[config.mk]
export PLATFORM = sky130hd
export DESIGN_NAME = gha_ram
export DESIGN_NICKNAME = d
export VERILOG_FILES = /design/src/hw/rtl/gha_ram.sv
export SDC_FILE = /design/constraint.sdc
export NUM_CORES = 1
export LEC_CHECK = 0
export ABC_AREA = 0
export BUFFER_PORTS_ARGS = -buffer_cell sky130_fd_sc_hd__buf_2
export CAP_MARGIN = 30
export CORE_MARGIN = 2
export CORE_UTILIZATION = 65
export DETAILED_ROUTE_END_ITERATION = 10
export PLACE_DENSITY = 0.9
export SYNTH_ARGS = -nofsm -noshare
export SYNTH_HDL_FRONTEND = slang
export SYNTH_SLANG_ARGS = --single-unit
[constraint.sdc]
create_clock -name clk -period 2.7 [get_ports clk]
set_input_delay 0.27 -clock clk [delete_from_list [all_inputs] [get_ports clk]]
set_output_delay 0.27 -clock clk [all_outputs]
set_load 0.01 [all_outputs]
[src/hw/rtl/gha_ram.sv]
// Generic single-write, single-read synchronous RAM with registered read data.
module gha_ram #(
	parameter int unsigned WIDTH = 8,
	parameter int unsigned DEPTH = 16
) (
	input  logic                                   clk,
	input  logic                                   we,
	input  logic [(DEPTH > 1 ? $clog2(DEPTH) : 1)-1:0] waddr,
	input  logic [WIDTH-1:0]                       wdata,
	input  logic [(DEPTH > 1 ? $clog2(DEPTH) : 1)-1:0] raddr,
	output logic [WIDTH-1:0]                       rdata
);

	logic [WIDTH-1:0] mem [DEPTH];

	always_ff @(posedge clk) begin
		if (we) begin
			mem[waddr] <= wdata;
		end
		rdata <= mem[raddr];
	end

endmodule

==> results.rst <==
.. list-table::
   :header-rows: 1

   * - Metric
     - Value
   * - Library cell with the largest summed area after synthesis
     - edfxtp_1
   * - Tmin final
     - about 1600 ps
   * - Detailed Route WL
     - approximately 11000 um
   * - Setup TNS
     - 0 ps
   * - Seq/Total Area, Yosys
     - 77.78%
   * - Type of the setup path with the least slack
     - primary input to flip-flop
   * - Clock root buffer
     - clkbuf_8
   * - R2R cell count
     - 3
   * - Setup slack on the worst flop-to-flop path
     - about 1300 ps
   * - Hold_buf cts
     - 0
   * - Number of antenna violations at the first check in global routing
     - 0
   * - Remaining Overflow, GRT
     - 0
   * - CP required
     - a little over 3000 ps
   * - Number of buffers created by CTS
     - 17
   * - Final instance count without filler cells
     - 388
   * - CORE AREA
     - 7687 um2
   * - Class of the worst hold path
     - primary input to flip-flop
   * - Slew at the pin closest to its max-slew limit
     - 983.6 ps
   * - Clk sink count
     - 136
   * - M1 GR Usage
     - between 40 and 50%
   * - Die H
     - just over 90 um
   * - Post-Route Utilization
     - 78.40%
   * - Largest net degree at the start of global routing
     - 33
   * - Flip-flop cell with the highest count after synthesis
     - edfxtp_1
   * - Max IR drop VDD
     - 0.6083 mV
   * - Combined global-route utilization of all metal layers
     - between 20% and 30%
   * - Yosys top cell area share
     - 74.67%
   * - Synth Warn #
     - 0
   * - H-tree depth
     - 4
   * - Vias
     - ~2600
   * - Number of buffers added on ports
     - 25
   * - Synth-to-layout area growth
     - 17.09%
   * - Max-Cap Viols
     - 0
   * - Cells taking the most area after synthesis
     - edfxtp_1 (75%), mux4_2 (7.9%), mux4_1 (7.1%), dfxtp_1 (3.1%), a22oi_1 (2.3%)
   * - Final routed wire length divided by cell count
     - 28.18 um
   * - Number of buffer and inverter stages on the critical path
     - 2
   * - Number of global-route vias before repair
     - 2521
   * - Cell with the most instances after synthesis
     - edfxtp_1
   * - P_leak
     - 2.045 nW
   * - Synthesized instance count
     - 229
   * - Stage delay of the slowest cell on the critical path
     - 610 ps
   * - Critical Path Sink
     - rdata[5]$_DFF_P_
   * - Max frequency
     - 629.2 MHz
   * - Setup skew after layout
     - 7.851 ps
   * - Launch point of the critical path
     - raddr[0]
   * - Buffer count from post-CTS setup fixing
     - 0
   * - Number of register bits inferred by synthesis
     - roughly 140
   * - Count of final hold-check violations
     - 0
   * - Top-level port count
     - 26
   * - Clk slew on worst S/H paths
     - 60 ps
   * - Fraction of final layout cells with drive strength greater than 1
     - between 20 and 30%
   * - Count of final setup violators
     - 0
   * - Cell total after placement
     - about 360
   * - Diodes inserted
     - 0
   * - Ys async rst share
     - 0%
   * - Average footprint of a synthesized cell
     - 22.48 um2
   * - Cell-by-cell trace of the critical path
     - buf_2 -> buf_4 -> mux4_1 -> a22oi_1 -> nand2_1
   * - Number of nets in the synthesized netlist
     - 247
   * - Chip Width
     - 92.99 um
   * - Worst path slowest cell
     - mux4_1
   * - Power Dens Cells
     - approximately 840 nW/um2
   * - Worst-Skew Late Latency
     - between 500 and 600 ps
   * - TritonCTS clock tree
     - done
   * - Critical path endpoint category
     - flip-flop
   * - Most heavily used metal layer in global routing
     - met2
   * - Die area
     - 8647 um2
   * - Sort of element at the start of the critical path
     - primary input
   * - Count of TritonRoute iterations in the first routing pass
     - 5
   * - RSZ-0062 raised after global routing
     - false
   * - Gate family responsible for the most delay along the worst path
     - buffers and inverters
   * - Critical path depth
     - 5
   * - GR Layer Usage met3
     - between 7 and 8%
   * - Worst reg2reg endpoint
     - rdata[5]$_DFF_P_
   * - M2 GR Usage
     - 40.82%
   * - Post-synth EDFFs
     - 128
   * - Reg-to-reg critical path startpoint
     - mem[1][5]$_DFFE_PP_
   * - Post-layout net count
     - 291
   * - Resize count post-CTS
     - 0
   * - Rel. slew slack
     - about 34%
   * - CP max FO
     - 18
   * - Total DRC errors in the routed layout
     - 0
   * - Initial core utilization
     - between 60% and 70%
   * - Result of the run
     - finished clean
   * - Max-slew violations
     - 0
   * - Global-route wire length before repair
     - 15860 um
   * - Site Rows
     - 32
   * - Synth Cell Area
     - 5147 um2
   * - Number of distinct standard cells referenced by the synthesized netlist
     - 19
   * - Starting DRC count in detailed routing
     - 348
   * - Most numerous cell types in the synthesized netlist
     - edfxtp_1 (128), mux4_2 (18), a22oi_1 (16), mux4_1 (14), nor2_1 (13)
   * - Antenna Violating Nets Remaining
     - 0
   * - HPWL after detailed placement
     - 5692 um
   * - Clock Path Buffers
     - 2
   * - Arr. time, crit path
     - ~2000 ps
   * - Final period util
     - 58.87%
   * - Per-cell via count in the routed design
     - 6.735
   * - Placer's final routability congestion estimate
     - roughly 0.75
==> per-layer routing <==
metal | vias to the layer above | share of wire, %
li1 | 1065 | -
met1 | 1341 | 39
met2 | 184 | 49
met3 | 23 | 9.5
met4 | 0 | 1.8
met5 | - | 0
==> final cells by class <==
| class | instances | area, um2 |
|---|---|---|
| well taps | 102 | 127.6 |
| flip-flops and latches | 136 | 4004 |
| multi-input cells | 83 | 1057 |
| clock inverters | 15 | 224.0 |
| clock buffers | 17 | 414.1 |
| repair buffers | 35 | 200.2 |
| fillers | 391 | 1660 |
==> placed cells by master, fill, tap and decap left out, drive strengths merged <==
master | synthesis | layout
a22oi | 16 | 16
buf | 7 | 35
nor2 | 13 | 13
nand3 | 1 | 1
nor3 | 4 | 4
or3b | 1 | 1
and2 | 1 | 1
nand2b | 2 | 2
clkinv | 0 | 3
nand2 | 9 | 9
nand3b | 2 | 2
mux4 | 32 | 32
clkbuf | 0 | 17
and2b | 1 | 1
clkinvlp | 0 | 4
bufinv | 0 | 5
dfxtp | 8 | 8
nor2b | 1 | 1
edfxtp | 128 | 128
inv | 0 | 3
==> metrics by stage <==
stage          power (mW)  hold slack [ps]  setup WS (ps)  instance area [um2]
6_report            5.076            120.4           1111                 6027
5_1_grt             5.183            118.0          990.9                 6027
4_1_cts             5.086            105.1           1103                 6027
3_5_place_dp        2.630            662.8          640.8                 5389
3_3_place_gp        2.619            645.0          705.0                 5389
2_1_floorplan       2.541            368.9          937.1                 5147
==> cell families (layout without fill, tap and decap cells) <==
group,count (synthesis),in the layout,share of synthesized area [%]
AO/OA/AOI/OAI,16,16,2.334
flip-flops,136,136,77.78
AND/OR/NAND/NOR,35,35,3.184
buffers and inverters,10,67,1.677
multiplexers,32,32,15.02
==> worst min-delay path by stage <==
stage	start	endpoint	slack (ps)	cells past startpoint
floorplan	wdata[0]	mem[0][0]$_DFFE_PP_	370	0
global placement	mem[12][0]$_DFFE_PP_	rdata[0]$_DFF_P_	650	3
detailed placement	wdata[7]	mem[15][7]$_DFFE_PP_	660	1
CTS	wdata[7]	mem[15][7]$_DFFE_PP_	110	1
global route	wdata[7]	mem[12][7]$_DFFE_PP_	120	1
finish	wdata[7]	mem[15][7]$_DFFE_PP_	120	1
==> power breakdown <==
part           internal, mW  total, mW  leakage (nW)  switching, mW
sequential             2.36       2.38          1.22         0.0183
combinational        0.0883      0.217         0.523          0.129
clock                  1.60       2.48         0.299          0.883
==> state kept, by name, summed over array words and instances, names as in the netlist <==
signal / cells
rdata: 8
mem: 128
(Power assumes the default switching activity.)
